## config.mk

```make
export PLATFORM = sky130hd
export DESIGN_NAME = calculator_alu
export DESIGN_NICKNAME = d
export VERILOG_FILES = /design/src/rtl/calc_pkg.sv /design/src/rtl/calculator_alu.sv /design/src/rtl/calc_mul.sv /design/src/rtl/calc_div.sv /design/src/rtl/calc_dp.sv /design/src/rtl/calc_ctrl.sv
export SDC_FILE = /design/constraint.sdc
export NUM_CORES = 2
export LEC_CHECK = 0
export BUFFER_PORTS_ARGS = -buffer_cell sky130_fd_sc_hd__buf_2
export CAP_MARGIN = 20
export CORE_MARGIN = 3
export CORE_UTILIZATION = 50
export DETAILED_ROUTE_END_ITERATION = 8
export GPL_ROUTABILITY_DRIVEN = 0
export HOLD_SLACK_MARGIN = 0.08
export PLACE_DENSITY = 0.68
export SYNTH_ARGS = -nofsm -noshare
export SYNTH_HDL_FRONTEND = slang
export SYNTH_HIERARCHICAL = 1
export SYNTH_SLANG_ARGS = --single-unit
```

## constraint.sdc

```tcl
create_clock -name aclk -period 16.7 [get_ports aclk]
set_input_delay 2.505 -clock aclk [delete_from_list [all_inputs] [get_ports aclk]]
set_output_delay 2.505 -clock aclk [all_outputs]
set_load 0.02 [all_outputs]
```

## src/rtl/calc_pkg.sv

```systemverilog
// Shared types and constants for the calculator ALU.
// Holds operation and status codes plus the command and status bundles
// that join the controller to the datapath. No dependencies.
package calc_pkg;

    // Operation codes carried on the request.
    localparam logic [2:0] FN_ADD  = 3'd1;
    localparam logic [2:0] FN_SUB  = 3'd2;
    localparam logic [2:0] FN_MUL  = 3'd3;
    localparam logic [2:0] FN_DIV  = 3'd4;
    localparam logic [2:0] FN_POW  = 3'd5;
    localparam logic [2:0] FN_FACT = 3'd6;

    // Status codes carried on the result.
    localparam logic [1:0] ST_OK    = 2'd0;
    localparam logic [1:0] ST_DIV0  = 2'd1;
    localparam logic [1:0] ST_BADOP = 2'd2;
    localparam logic [1:0] ST_SAT   = 2'd3;

    // Multiplier digit width: one multiplier chunk per cycle.
    localparam int MUL_CHUNK = 16;

    // What the datapath writes into the result register.
    typedef enum logic [2:0] {
        RES_ADD,
        RES_SUB,
        RES_MUL,
        RES_DIV,
        RES_DIV0,
        RES_BADOP,
        RES_ONE,
        RES_ACC
    } res_op_t;

    // Operand pair handed to the shared multiplier.
    typedef enum logic [1:0] {
        MS_FIX,
        MS_ACC_SQ,
        MS_SQ_SQ,
        MS_ACC_CNT
    } mul_src_t;

    // Where a finished product is written back.
    typedef enum logic [1:0] {
        WB_ACC,
        WB_SQ,
        WB_FACT
    } wb_t;

    typedef struct packed {
        logic     load_in;
        logic     res_we;
        res_op_t  res_op;
        logic     mul_start;
        mul_src_t mul_src;
        logic     div_start;
        logic     acc_init;
        logic     wb_we;
        wb_t      wb;
        logic     out_load;
    } calc_cmd_t;

    typedef struct packed {
        logic a_nonpos;
        logic b_nonpos;
        logic b_zero;
        logic e_lsb;
        logic fact_end;
        logic mul_done;
        logic div_done;
    } calc_stat_t;

endpackage

```

## src/rtl/calculator_alu.sv

```systemverilog
// Calculator ALU. Add, subtract and invalid codes need no iterative unit; multiply
// runs the shared multiplier once, divide is set by the one-bit-per-cycle divider,
// and power and factorial are both bound by the shared multiplier. A new request
// is taken in the cycle after the result is loaded. Reset is synchronous, active low.
module calculator_alu
    import calc_pkg::*;
#(
    parameter int DATA_WIDTH = 32,
    parameter int FRAC_BITS  = 16
) (
    input  logic                         aclk,
    input  logic                         aresetn,
    input  logic                         s_valid,
    output logic                         s_ready,
    input  logic [2:0]                   s_func,
    input  logic signed [DATA_WIDTH-1:0] s_operand_a,
    input  logic signed [DATA_WIDTH-1:0] s_operand_b,
    output logic                         m_valid,
    input  logic                         m_ready,
    output logic signed [DATA_WIDTH-1:0] m_result_value,
    output logic [1:0]                   m_status
);

    calc_cmd_t  cmd;
    calc_stat_t stat;

    // Sequencer.
    calc_ctrl u_ctrl (
        .aclk   (aclk),
        .aresetn(aresetn),
        .s_valid(s_valid),
        .s_ready(s_ready),
        .s_func (s_func),
        .m_valid(m_valid),
        .m_ready(m_ready),
        .cmd    (cmd),
        .stat   (stat)
    );

    // Arithmetic and result registers.
    calc_dp #(
        .DATA_WIDTH(DATA_WIDTH),
        .FRAC_BITS (FRAC_BITS)
    ) u_dp (
        .aclk        (aclk),
        .aresetn     (aresetn),
        .cmd         (cmd),
        .stat        (stat),
        .operand_a   (s_operand_a),
        .operand_b   (s_operand_b),
        .result_value(m_result_value),
        .status      (m_status)
    );

endmodule

```

## src/rtl/calc_mul.sv

```systemverilog
// Shared iterative multiplier: one 16-bit digit of y per cycle.
// Unsigned DW x DW product, full 2*DW bits. Uses calc_pkg.
module calc_mul
    import calc_pkg::*;
#(
    parameter int DW = 32
) (
    input  logic            aclk,
    input  logic            aresetn,
    input  logic            start,
    input  logic [DW-1:0]   x,
    input  logic [DW-1:0]   y,
    output logic [2*DW-1:0] prod,
    output logic            done
);

    localparam int STEPS = (DW + MUL_CHUNK - 1) / MUL_CHUNK;
    localparam int PW    = STEPS * MUL_CHUNK;
    localparam int CW    = $clog2(STEPS + 1);

    logic [DW-1:0]           x_reg;
    logic [DW-1:0]           hi_reg;
    logic [PW-1:0]           lo_reg;
    logic [CW-1:0]           cnt_reg;
    logic                    busy_reg;
    logic                    done_reg;
    logic [DW+MUL_CHUNK-1:0] pp;
    logic [DW+MUL_CHUNK-1:0] t;
    logic [PW+MUL_CHUNK-1:0] shifted;
    logic [DW+PW-1:0]        full;
    logic                    last;

    // One partial product per cycle, added to the running high half.
    assign pp      = x_reg * lo_reg[MUL_CHUNK-1:0];
    assign t       = pp + (DW+MUL_CHUNK)'(hi_reg);
    assign shifted = {t[MUL_CHUNK-1:0], lo_reg};
    assign last    = (cnt_reg == CW'(STEPS - 1));

    // Control: step counter and completion pulse.
    always_ff @(posedge aclk) begin
        if (!aresetn) begin
            busy_reg <= 1'b0;
            done_reg <= 1'b0;
            cnt_reg  <= '0;
        end else begin
            done_reg <= busy_reg && last;
            if (start) begin
                busy_reg <= 1'b1;
                cnt_reg  <= '0;
            end else if (busy_reg) begin
                cnt_reg <= cnt_reg + 1'b1;
                if (last) begin
                    busy_reg <= 1'b0;
                end
            end
        end
    end

    // Data: the low digits shift out of lo_reg as product bits shift in.
    always_ff @(posedge aclk) begin
        if (start) begin
            x_reg  <= x;
            hi_reg <= '0;
            lo_reg <= PW'(y);
        end else if (busy_reg) begin
            hi_reg <= t[DW+MUL_CHUNK-1:MUL_CHUNK];
            lo_reg <= shifted[PW+MUL_CHUNK-1:MUL_CHUNK];
        end
    end

    assign full = {hi_reg, lo_reg};
    assign prod = full[2*DW-1:0];
    assign done = done_reg;

endmodule

```

## src/rtl/calc_div.sv

```systemverilog
// Restoring divider, one quotient bit per cycle, NW quotient bits in all.
// Unsigned NW-bit dividend by DW-bit divisor. Uses calc_pkg for style only.
module calc_div
    import calc_pkg::*;
#(
    parameter int DW = 32,
    parameter int NW = 48
) (
    input  logic          aclk,
    input  logic          aresetn,
    input  logic          start,
    input  logic [NW-1:0] dividend,
    input  logic [DW-1:0] divisor,
    output logic [NW-1:0] quot,
    output logic          done
);

    localparam int CW = $clog2(NW + 1);

    logic [NW-1:0] q_reg;
    logic [DW-1:0] rem_reg;
    logic [DW-1:0] d_reg;
    logic [CW-1:0] cnt_reg;
    logic          busy_reg;
    logic          done_reg;
    logic [DW:0]   r2;
    logic [DW:0]   diff;
    logic          fits;
    logic          last;

    // Trial subtraction of the divisor from the shifted remainder.
    assign r2   = {rem_reg, q_reg[NW-1]};
    assign fits = (r2 >= {1'b0, d_reg});
    assign diff = r2 - {1'b0, d_reg};
    assign last = (cnt_reg == CW'(NW - 1));

    // Control: bit counter and completion pulse.
    always_ff @(posedge aclk) begin
        if (!aresetn) begin
            busy_reg <= 1'b0;
            done_reg <= 1'b0;
            cnt_reg  <= '0;
        end else begin
            done_reg <= busy_reg && last;
            if (start) begin
                busy_reg <= 1'b1;
                cnt_reg  <= '0;
            end else if (busy_reg) begin
                cnt_reg <= cnt_reg + 1'b1;
                if (last) begin
                    busy_reg <= 1'b0;
                end
            end
        end
    end

    // Data: dividend bits leave the top of q_reg as quotient bits enter.
    always_ff @(posedge aclk) begin
        if (start) begin
            q_reg   <= dividend;
            rem_reg <= '0;
            d_reg   <= divisor;
        end else if (busy_reg) begin
            q_reg   <= {q_reg[NW-2:0], fits};
            rem_reg <= fits ? diff[DW-1:0] : r2[DW-1:0];
        end
    end

    assign quot = q_reg;
    assign done = done_reg;

endmodule

```

## src/rtl/calc_dp.sv

```systemverilog
// Datapath of the calculator ALU: operand, accumulator and result
// registers, saturating pack, shared multiplier and divider.
// Depends on calc_pkg, calc_mul and calc_div.
module calc_dp
    import calc_pkg::*;
#(
    parameter int DATA_WIDTH = 32,
    parameter int FRAC_BITS  = 16
) (
    input  logic                         aclk,
    input  logic                         aresetn,
    input  calc_cmd_t                    cmd,
    output calc_stat_t                   stat,
    input  logic signed [DATA_WIDTH-1:0] operand_a,
    input  logic signed [DATA_WIDTH-1:0] operand_b,
    output logic signed [DATA_WIDTH-1:0] result_value,
    output logic [1:0]                   status
);

    localparam int DW = DATA_WIDTH;
    localparam int NW = DATA_WIDTH + FRAC_BITS;
    localparam int MW = (2 * DW > NW) ? 2 * DW : NW;
    localparam logic [DW-1:0] SIGN_MIN = {1'b1, {(DW-1){1'b0}}};
    localparam logic [DW-1:0] MAX_POS  = {1'b0, {(DW-1){1'b1}}};

    logic [DW-1:0]   a_reg;
    logic [DW-1:0]   b_reg;
    logic [DW-1:0]   acc_reg;
    logic [DW-1:0]   cnt_reg;
    logic [DW-1:0]   res_reg;
    logic [1:0]      st_reg;
    logic [DW-1:0]   out_val_reg;
    logic [1:0]      out_st_reg;

    logic [DW-1:0]   a_mag;
    logic [DW-1:0]   b_mag;
    logic            neg;
    logic [DW-1:0]   sum;
    logic [DW-1:0]   dif;
    logic [DW-1:0]   mul_x;
    logic [DW-1:0]   mul_y;
    logic [2*DW-1:0] prod;
    logic [2*DW-1:0] prod_shift;
    logic            mul_done;
    logic [NW-1:0]   dividend;
    logic [NW-1:0]   quot;
    logic            div_done;
    logic [MW-1:0]   mag;
    logic [DW-1:0]   packed_val;
    logic            packed_sat;
    logic [DW-1:0]   res_val;
    logic [1:0]      res_st;

    // Operand magnitudes and result sign for multiply and divide.
    assign a_mag = a_reg[DW-1] ? (~a_reg + 1'b1) : a_reg;
    assign b_mag = b_reg[DW-1] ? (~b_reg + 1'b1) : b_reg;
    assign neg   = a_reg[DW-1] ^ b_reg[DW-1];
    assign sum   = a_reg + b_reg;
    assign dif   = a_reg - b_reg;

    // Operand selection for the shared multiplier.
    always_comb begin
        case (cmd.mul_src)
            MS_FIX: begin
                mul_x = a_mag;
                mul_y = b_mag;
            end
            MS_ACC_SQ: begin
                mul_x = acc_reg;
                mul_y = a_reg;
            end
            MS_SQ_SQ: begin
                mul_x = a_reg;
                mul_y = a_reg;
            end
            MS_ACC_CNT: begin
                mul_x = acc_reg;
                mul_y = cnt_reg;
            end
            default: begin
                mul_x = a_mag;
                mul_y = b_mag;
            end
        endcase
    end

    calc_mul #(
        .DW(DW)
    ) u_mul (
        .aclk   (aclk),
        .aresetn(aresetn),
        .start  (cmd.mul_start),
        .x      (mul_x),
        .y      (mul_y),
        .prod   (prod),
        .done   (mul_done)
    );

    assign dividend = NW'(a_mag) << FRAC_BITS;

    calc_div #(
        .DW(DW),
        .NW(NW)
    ) u_div (
        .aclk    (aclk),
        .aresetn (aresetn),
        .start   (cmd.div_start),
        .dividend(dividend),
        .divisor (b_mag),
        .quot    (quot),
        .done    (div_done)
    );

    // Saturating pack of a fixed-point magnitude into a signed word.
    assign prod_shift = prod >> FRAC_BITS;
    assign mag        = (cmd.res_op == RES_DIV) ? MW'(quot) : MW'(prod_shift);

    always_comb begin
        if (neg) begin
            packed_sat = (mag > MW'(SIGN_MIN));
            packed_val = packed_sat ? SIGN_MIN : (~mag[DW-1:0] + 1'b1);
        end else begin
            packed_sat = (mag > MW'(MAX_POS));
            packed_val = packed_sat ? MAX_POS : mag[DW-1:0];
        end
    end

    // Result selection.
    always_comb begin
        res_val = '0;
        res_st  = ST_OK;
        case (cmd.res_op)
            RES_ADD: begin
                if ((a_reg[DW-1] == b_reg[DW-1]) && (sum[DW-1] != a_reg[DW-1])) begin
                    res_val = a_reg[DW-1] ? SIGN_MIN : MAX_POS;
                    res_st  = ST_SAT;
                end else begin
                    res_val = sum;
                end
            end
            RES_SUB: begin
                if ((a_reg[DW-1] != b_reg[DW-1]) && (dif[DW-1] != a_reg[DW-1])) begin
                    res_val = a_reg[DW-1] ? SIGN_MIN : MAX_POS;
                    res_st  = ST_SAT;
                end else begin
                    res_val = dif;
                end
            end
            RES_MUL, RES_DIV: begin
                res_val = packed_val;
                res_st  = packed_sat ? ST_SAT : ST_OK;
            end
            RES_DIV0: begin
                res_val = '0;
                res_st  = ST_DIV0;
            end
            RES_BADOP: begin
                res_val = '0;
                res_st  = ST_BADOP;
            end
            RES_ONE: begin
                res_val = DW'(1);
            end
            RES_ACC: begin
                res_val = acc_reg;
            end
            default: begin
                res_val = '0;
                res_st  = ST_BADOP;
            end
        endcase
    end

    // Working registers: operands, power and factorial state, results.
    always_ff @(posedge aclk) begin
        if (cmd.load_in) begin
            a_reg <= operand_a;
            b_reg <= operand_b;
        end
        if (cmd.acc_init) begin
            acc_reg <= DW'(1);
            cnt_reg <= DW'(1);
        end
        if (cmd.wb_we) begin
            case (cmd.wb)
                WB_ACC: begin
                    acc_reg <= prod[DW-1:0];
                end
                WB_SQ: begin
                    a_reg <= prod[DW-1:0];
                    b_reg <= b_reg >> 1;
                end
                WB_FACT: begin
                    acc_reg <= prod[DW-1:0];
                    cnt_reg <= cnt_reg + 1'b1;
                end
                default: begin
                    acc_reg <= acc_reg;
                end
            endcase
        end
        if (cmd.res_we) begin
            res_reg <= res_val;
            st_reg  <= res_st;
        end
        if (cmd.out_load) begin
            out_val_reg <= res_reg;
            out_st_reg  <= st_reg;
        end
    end

    // Status back to the controller.
    assign stat.a_nonpos = a_reg[DW-1] || (a_reg == '0);
    assign stat.b_nonpos = b_reg[DW-1] || (b_reg == '0);
    assign stat.b_zero   = (b_reg == '0);
    assign stat.e_lsb    = b_reg[0];
    assign stat.fact_end = (acc_reg == '0) || (cnt_reg > a_reg);
    assign stat.mul_done = mul_done;
    assign stat.div_done = div_done;

    assign result_value = out_val_reg;
    assign status       = out_st_reg;

endmodule

```

## src/rtl/calc_ctrl.sv

```systemverilog
// Controller of the calculator ALU: sequences each request through the
// datapath and drives the request and result handshakes. Depends on calc_pkg.
module calc_ctrl
    import calc_pkg::*;
(
    input  logic       aclk,
    input  logic       aresetn,
    input  logic       s_valid,
    output logic       s_ready,
    input  logic [2:0] s_func,
    output logic       m_valid,
    input  logic       m_ready,
    output calc_cmd_t  cmd,
    input  calc_stat_t stat
);

    typedef enum logic [3:0] {
        S_IDLE,
        S_DISPATCH,
        S_FMUL_WAIT,
        S_DIV_WAIT,
        S_POW_STEP,
        S_POW_ACC_WAIT,
        S_POW_SQ_WAIT,
        S_FACT_STEP,
        S_FACT_WAIT,
        S_DONE
    } state_t;

    state_t     state_reg;
    state_t     state_next;
    logic [2:0] func_reg;
    logic       m_valid_reg;
    logic       m_valid_next;
    logic       accept;
    logic       out_free;

    assign s_ready  = (state_reg == S_IDLE);
    assign accept   = s_valid && s_ready;
    assign out_free = !m_valid_reg || m_ready;

    // Next state and datapath commands.
    always_comb begin
        state_next    = state_reg;
        m_valid_next  = m_valid_reg && !m_ready;
        cmd.load_in   = 1'b0;
        cmd.res_we    = 1'b0;
        cmd.res_op    = RES_BADOP;
        cmd.mul_start = 1'b0;
        cmd.mul_src   = MS_FIX;
        cmd.div_start = 1'b0;
        cmd.acc_init  = 1'b0;
        cmd.wb_we     = 1'b0;
        cmd.wb        = WB_ACC;
        cmd.out_load  = 1'b0;
        case (state_reg)
            S_IDLE: begin
                if (accept) begin
                    cmd.load_in = 1'b1;
                    state_next  = S_DISPATCH;
                end
            end
            S_DISPATCH: begin
                case (func_reg)
                    FN_ADD: begin
                        cmd.res_we = 1'b1;
                        cmd.res_op = RES_ADD;
                        state_next = S_DONE;
                    end
                    FN_SUB: begin
                        cmd.res_we = 1'b1;
                        cmd.res_op = RES_SUB;
                        state_next = S_DONE;
                    end
                    FN_MUL: begin
                        cmd.mul_start = 1'b1;
                        cmd.mul_src   = MS_FIX;
                        state_next    = S_FMUL_WAIT;
                    end
                    FN_DIV: begin
                        if (stat.b_zero) begin
                            cmd.res_we = 1'b1;
                            cmd.res_op = RES_DIV0;
                            state_next = S_DONE;
                        end else begin
                            cmd.div_start = 1'b1;
                            state_next    = S_DIV_WAIT;
                        end
                    end
                    FN_POW: begin
                        if (stat.b_nonpos) begin
                            cmd.res_we = 1'b1;
                            cmd.res_op = RES_ONE;
                            state_next = S_DONE;
                        end else begin
                            cmd.acc_init = 1'b1;
                            state_next   = S_POW_STEP;
                        end
                    end
                    FN_FACT: begin
                        if (stat.a_nonpos) begin
                            cmd.res_we = 1'b1;
                            cmd.res_op = RES_ONE;
                            state_next = S_DONE;
                        end else begin
                            cmd.acc_init = 1'b1;
                            state_next   = S_FACT_STEP;
                        end
                    end
                    default: begin
                        cmd.res_we = 1'b1;
                        cmd.res_op = RES_BADOP;
                        state_next = S_DONE;
                    end
                endcase
            end
            S_FMUL_WAIT: begin
                cmd.res_op = RES_MUL;
                if (stat.mul_done) begin
                    cmd.res_we = 1'b1;
                    state_next = S_DONE;
                end
            end
            S_DIV_WAIT: begin
                cmd.res_op = RES_DIV;
                if (stat.div_done) begin
                    cmd.res_we = 1'b1;
                    state_next = S_DONE;
                end
            end
            // Square-and-multiply, least significant exponent bit first.
            S_POW_STEP: begin
                if (stat.b_zero) begin
                    cmd.res_we = 1'b1;
                    cmd.res_op = RES_ACC;
                    state_next = S_DONE;
                end else if (stat.e_lsb) begin
                    cmd.mul_start = 1'b1;
                    cmd.mul_src   = MS_ACC_SQ;
                    state_next    = S_POW_ACC_WAIT;
                end else begin
                    cmd.mul_start = 1'b1;
                    cmd.mul_src   = MS_SQ_SQ;
                    state_next    = S_POW_SQ_WAIT;
                end
            end
            S_POW_ACC_WAIT: begin
                cmd.mul_src = MS_SQ_SQ;
                if (stat.mul_done) begin
                    cmd.wb_we     = 1'b1;
                    cmd.wb        = WB_ACC;
                    cmd.mul_start = 1'b1;
                    state_next    = S_POW_SQ_WAIT;
                end
            end
            S_POW_SQ_WAIT: begin
                if (stat.mul_done) begin
                    cmd.wb_we  = 1'b1;
                    cmd.wb     = WB_SQ;
                    state_next = S_POW_STEP;
                end
            end
            // Running product stops once the count passes the operand or the product wraps to zero.
            S_FACT_STEP: begin
                if (stat.fact_end) begin
                    cmd.res_we = 1'b1;
                    cmd.res_op = RES_ACC;
                    state_next = S_DONE;
                end else begin
                    cmd.mul_start = 1'b1;
                    cmd.mul_src   = MS_ACC_CNT;
                    state_next    = S_FACT_WAIT;
                end
            end
            S_FACT_WAIT: begin
                if (stat.mul_done) begin
                    cmd.wb_we  = 1'b1;
                    cmd.wb     = WB_FACT;
                    state_next = S_FACT_STEP;
                end
            end
            S_DONE: begin
                if (out_free) begin
                    cmd.out_load = 1'b1;
                    m_valid_next = 1'b1;
                    state_next   = S_IDLE;
                end
            end
            default: begin
                state_next = S_IDLE;
            end
        endcase
    end

    // State, latched operation code and the result valid flag.
    always_ff @(posedge aclk) begin
        if (!aresetn) begin
            state_reg   <= S_IDLE;
            func_reg    <= '0;
            m_valid_reg <= 1'b0;
        end else begin
            state_reg   <= state_next;
            m_valid_reg <= m_valid_next;
            if (accept) begin
                func_reg <= s_func;
            end
        end
    end

    assign m_valid = m_valid_reg;

endmodule

```

==> flow_summary_export.csv <==
group,metric,value,unit
clocking,cts_sinks,424,
yosys,ys.flop_type,"edfxtp_1",
yosys,yosys.area_share.xor_xnor,3.70,%
sta,rsz0062_at_grt,"no",
place,port_buffers,106,
sta,skew,45.9,ps
yosys,synthAdderAreaFrac,26.8,%
detailed_routing,drtPass1Iterations,9,
yosys,ys_seq_elements,424,
sta,fmax,127,MHz
yosys,syn_area_per_cell,8.78,um2
worst_setup_path,critPathBufInv,2,
die,core,90600,um2
grt,grt_usage,31.5,%
finish,fillers,8394,
die,die_x,309,um
detailed_routing,drtIter0Drc,4849,
grt,grt_antenna_before_repair,4,
clocking,clock_latency,620,ps
clocking,cts_setup_buffers,0,
status,status,"finished, violations left",
finish,utilization,53.6,%
sta,finalCritPeriodShare,47.2,%
yosys,yosysUniqueCellTypes,121,
finish,final_nets,5910,
sta,setup_tns,0,ps
grt,overflow,0,
finish,layout-drive-gt1-share,7.57,%
detailed_routing,via_count,39300,
clocking,cts_buffers,45,
min_path,hold_path.class,"flip-flop to flip-flop",
finish,area_delta_synth_final,5.70,%
detailed_routing,detail-route-antenna-nets,0,
worst_setup_path,required,17100,ps
clocking,cts_resized,0,
detailed_routing,via_per_inst,6.19,
status,violations,"DRC",
detailed_routing,wl,152000,um
finish,final_area,48600,um2
sta,worst-slew-pin-transition,1130,ps
worst_setup_path,critPathMaxFanout,43,
finish,multi_input_area,31100,um2
yosys,synthMuxAreaShare,5.16,%
die,dieArea,95600,um2
grt,grt_max_degree,127,
flow_run,cap_violations,0,
yosys,ys_seq_area_share,23.8,%
worst_setup_path,cp.arrival,8270,ps
yosys,syn-instance-count,5234,
die,start_util,50.7,%
clocking,cts_hold_buf,0,
sta,period_needed,7870,ps
place,hpwlAfterDp,116000,um
clocking,cts_tree,"done",
grt,grt_pass1_vias,37800,
worst_setup_path,path_delay_family,"compound AO/OA/AOI/OAI gates",
yosys,syn_area,46000,um2
die,rows,110,
die,dieHeight,309,um
sta,max_slew_margin,23.6,%
yosys,synth_edf_count,244,
sta,slew_violations,0,
finish,seqCellArea,10900,um2
clocking,path_clk_slew,70,ps
die,io_pins,107,
worst_setup_path,crit_path_end_kind,"flip-flop",
grt,grt_pass1_wl,230000,um
worst_setup_path,slowest_stage,"dfxtp_1",
yosys,synthArstFlopShare,0,%
sta,finalSetupViolCount,0,
worst_setup_path,cp_common_cell,"a21o_1",
yosys,yosysWarnings,6,
yosys,synth_top_family_by_area,"adder cells",
clocking,clockBufferDepth,3,
finish,largest_reg_flops,48,
yosys,synth_compound_area_share,14.4,%
clocking,htreeDepth,2,
worst_setup_path,cp-start-kind,"flip-flop",
worst_setup_path,path_class,"flip-flop to flip-flop",
yosys,yosys.area_share.simple,17.2,%
detailed_routing,routedWlPerCell,23.9,um
detailed_routing,drc_errors,53,
sta,hold_viol,0,
clocking,cts-root-buf,"clkbuf_16",
worst_setup_path,cpPeakStageDelay,670,ps
place,dpl-instance-area,47100,um2
kinds of logic (layout without fill, tap and decap cells):
| kind of cell | after synthesis | count (layout) |
|---|---|---|
| XOR/XNOR | 194 | 194 |
| other | 1 | 20 |
| AND/OR/NAND/NOR | 1632 | 1632 |
| multiplexers | 227 | 227 |
| buffers and inverters | 1038 | 953 |
| AO/OA/AOI/OAI | 1005 | 1005 |
| adder cells (fa/ha/maj) | 713 | 713 |
| flip-flops | 424 | 424 |
stage by stage:
stage | setup slack, ps | hold WS (ps) | instances
finish | 8830 | 419 | 6344
global route | 8600 | 426 | 6340
CTS | 9210 | 420 | 6338
detailed placement | 9230 | 405 | 6254
global placement | 9370 | 402 | 6254
floorplan | 9920 | 400 | 5249
metal layers:
layer  GRT usage, %  share of wire [%]  up-vias
li1               -                  -    17400
met4           17.7                7.4        6
met1           40.8                 38    19000
met3           8.54                 11      572
met2           47.9                 43     2290
met5              0              0.030        -
final timing paths:
| kind | startpoint | endpoint | slack (ps) | cells after the start |
|---|---|---|---|---|
| worst max register to register | u_dp/a_reg[25] | u_dp/res_reg[30] | 8830 | 26 |
| worst min-delay path | u_dp/res_reg[17] | u_dp/result_value[17] | 420 | 0 |
| worst min register to register | u_dp/res_reg[17] | u_dp/result_value[17] | 420 | 0 |
| worst max-delay path | u_dp/a_reg[25] | u_dp/res_reg[30] | 8830 | 26 |
area by class of cell:
class                      instances  share of cell area [%]
timing repair buffer             163                    2.02
antenna                            4                  0.0206
multi-input combinational       3787                    63.9
inverter                         706                    5.46
tap                             1176                    3.03
clock inverter                    27                   0.435
clock buffer                      57                    2.58
sequential                       424                    22.5
cell usage after synthesis, drive strengths merged (63+ instances only):
library cell,count,area share (%)
a21o,63,1.0
ha,258,7.0
dfxtp,180,7.8
a21oi,245,2.7
mux2i,151,3.3
buf,65,0.91
xnor2,152,2.9
edfxtp,244,16
nand2,635,5.2
clkbuf,266,2.2
fa,454,20
nor2,287,2.3
inv,704,5.7
o21ai,254,2.8
nor3,85,0.94
mux2,76,1.9
nand3,132,1.4
and2,219,3.0
a22oi,63,1.0
worst register-to-register path, stage by stage (launching register included):
cell,delay [ps]
dfxtp_1,670
inv_1,110
ha_1,320
a21o_1,110
a21o_1,100
a21oi_1,60
o21ai_0,370
a211oi_1,120
o21ai_0,170
nor2_1,80
and4_1,240
o22ai_1,570
a21bo_2,250
o2bb2ai_1,160
a31o_2,380
and3b_2,250
buf_4,510
mux2i_1,510
ha_1,350
o211ai_1,160
nor4_4,530
nand4_1,190
a31o_2,510
a21o_1,240
o21ai_1,210
a2111oi_0,100
nor4_1,370
placed cells by master (no fill, tap or decap), drive strengths merged, types with 16 or more instances in the layout:
| cell | instances |
|---|---|
| inv | 709 |
| nand2 | 635 |
| fa | 454 |
| nor2 | 287 |
| ha | 258 |
| o21ai | 254 |
| a21oi | 245 |
| edfxtp | 244 |
| and2 | 219 |
| dfxtp | 180 |
| buf | 163 |
| xnor2 | 152 |
| mux2i | 151 |
| nand3 | 132 |
| nor3 | 85 |
| mux2 | 76 |
| a22oi | 63 |
| a21o | 63 |
| nand4 | 59 |
| clkbuf | 57 |
| a211oi | 48 |
| xor2 | 42 |
| nor4 | 40 |
| o31ai | 34 |
| nor2b | 31 |
| nand2b | 30 |
| a32oi | 29 |
| o22ai | 26 |
| o21a | 25 |
| or3 | 25 |
| o21bai | 24 |
| clkinv | 23 |
| and3 | 21 |
| o211ai | 21 |
| a221o | 18 |
| a221oi | 17 |
| a31oi | 16 |
| conb | 16 |
| o41ai | 16 |
Power is not shown: default switching activity piles up to over one toggle a cycle in this logic, so the estimate is an artifact.
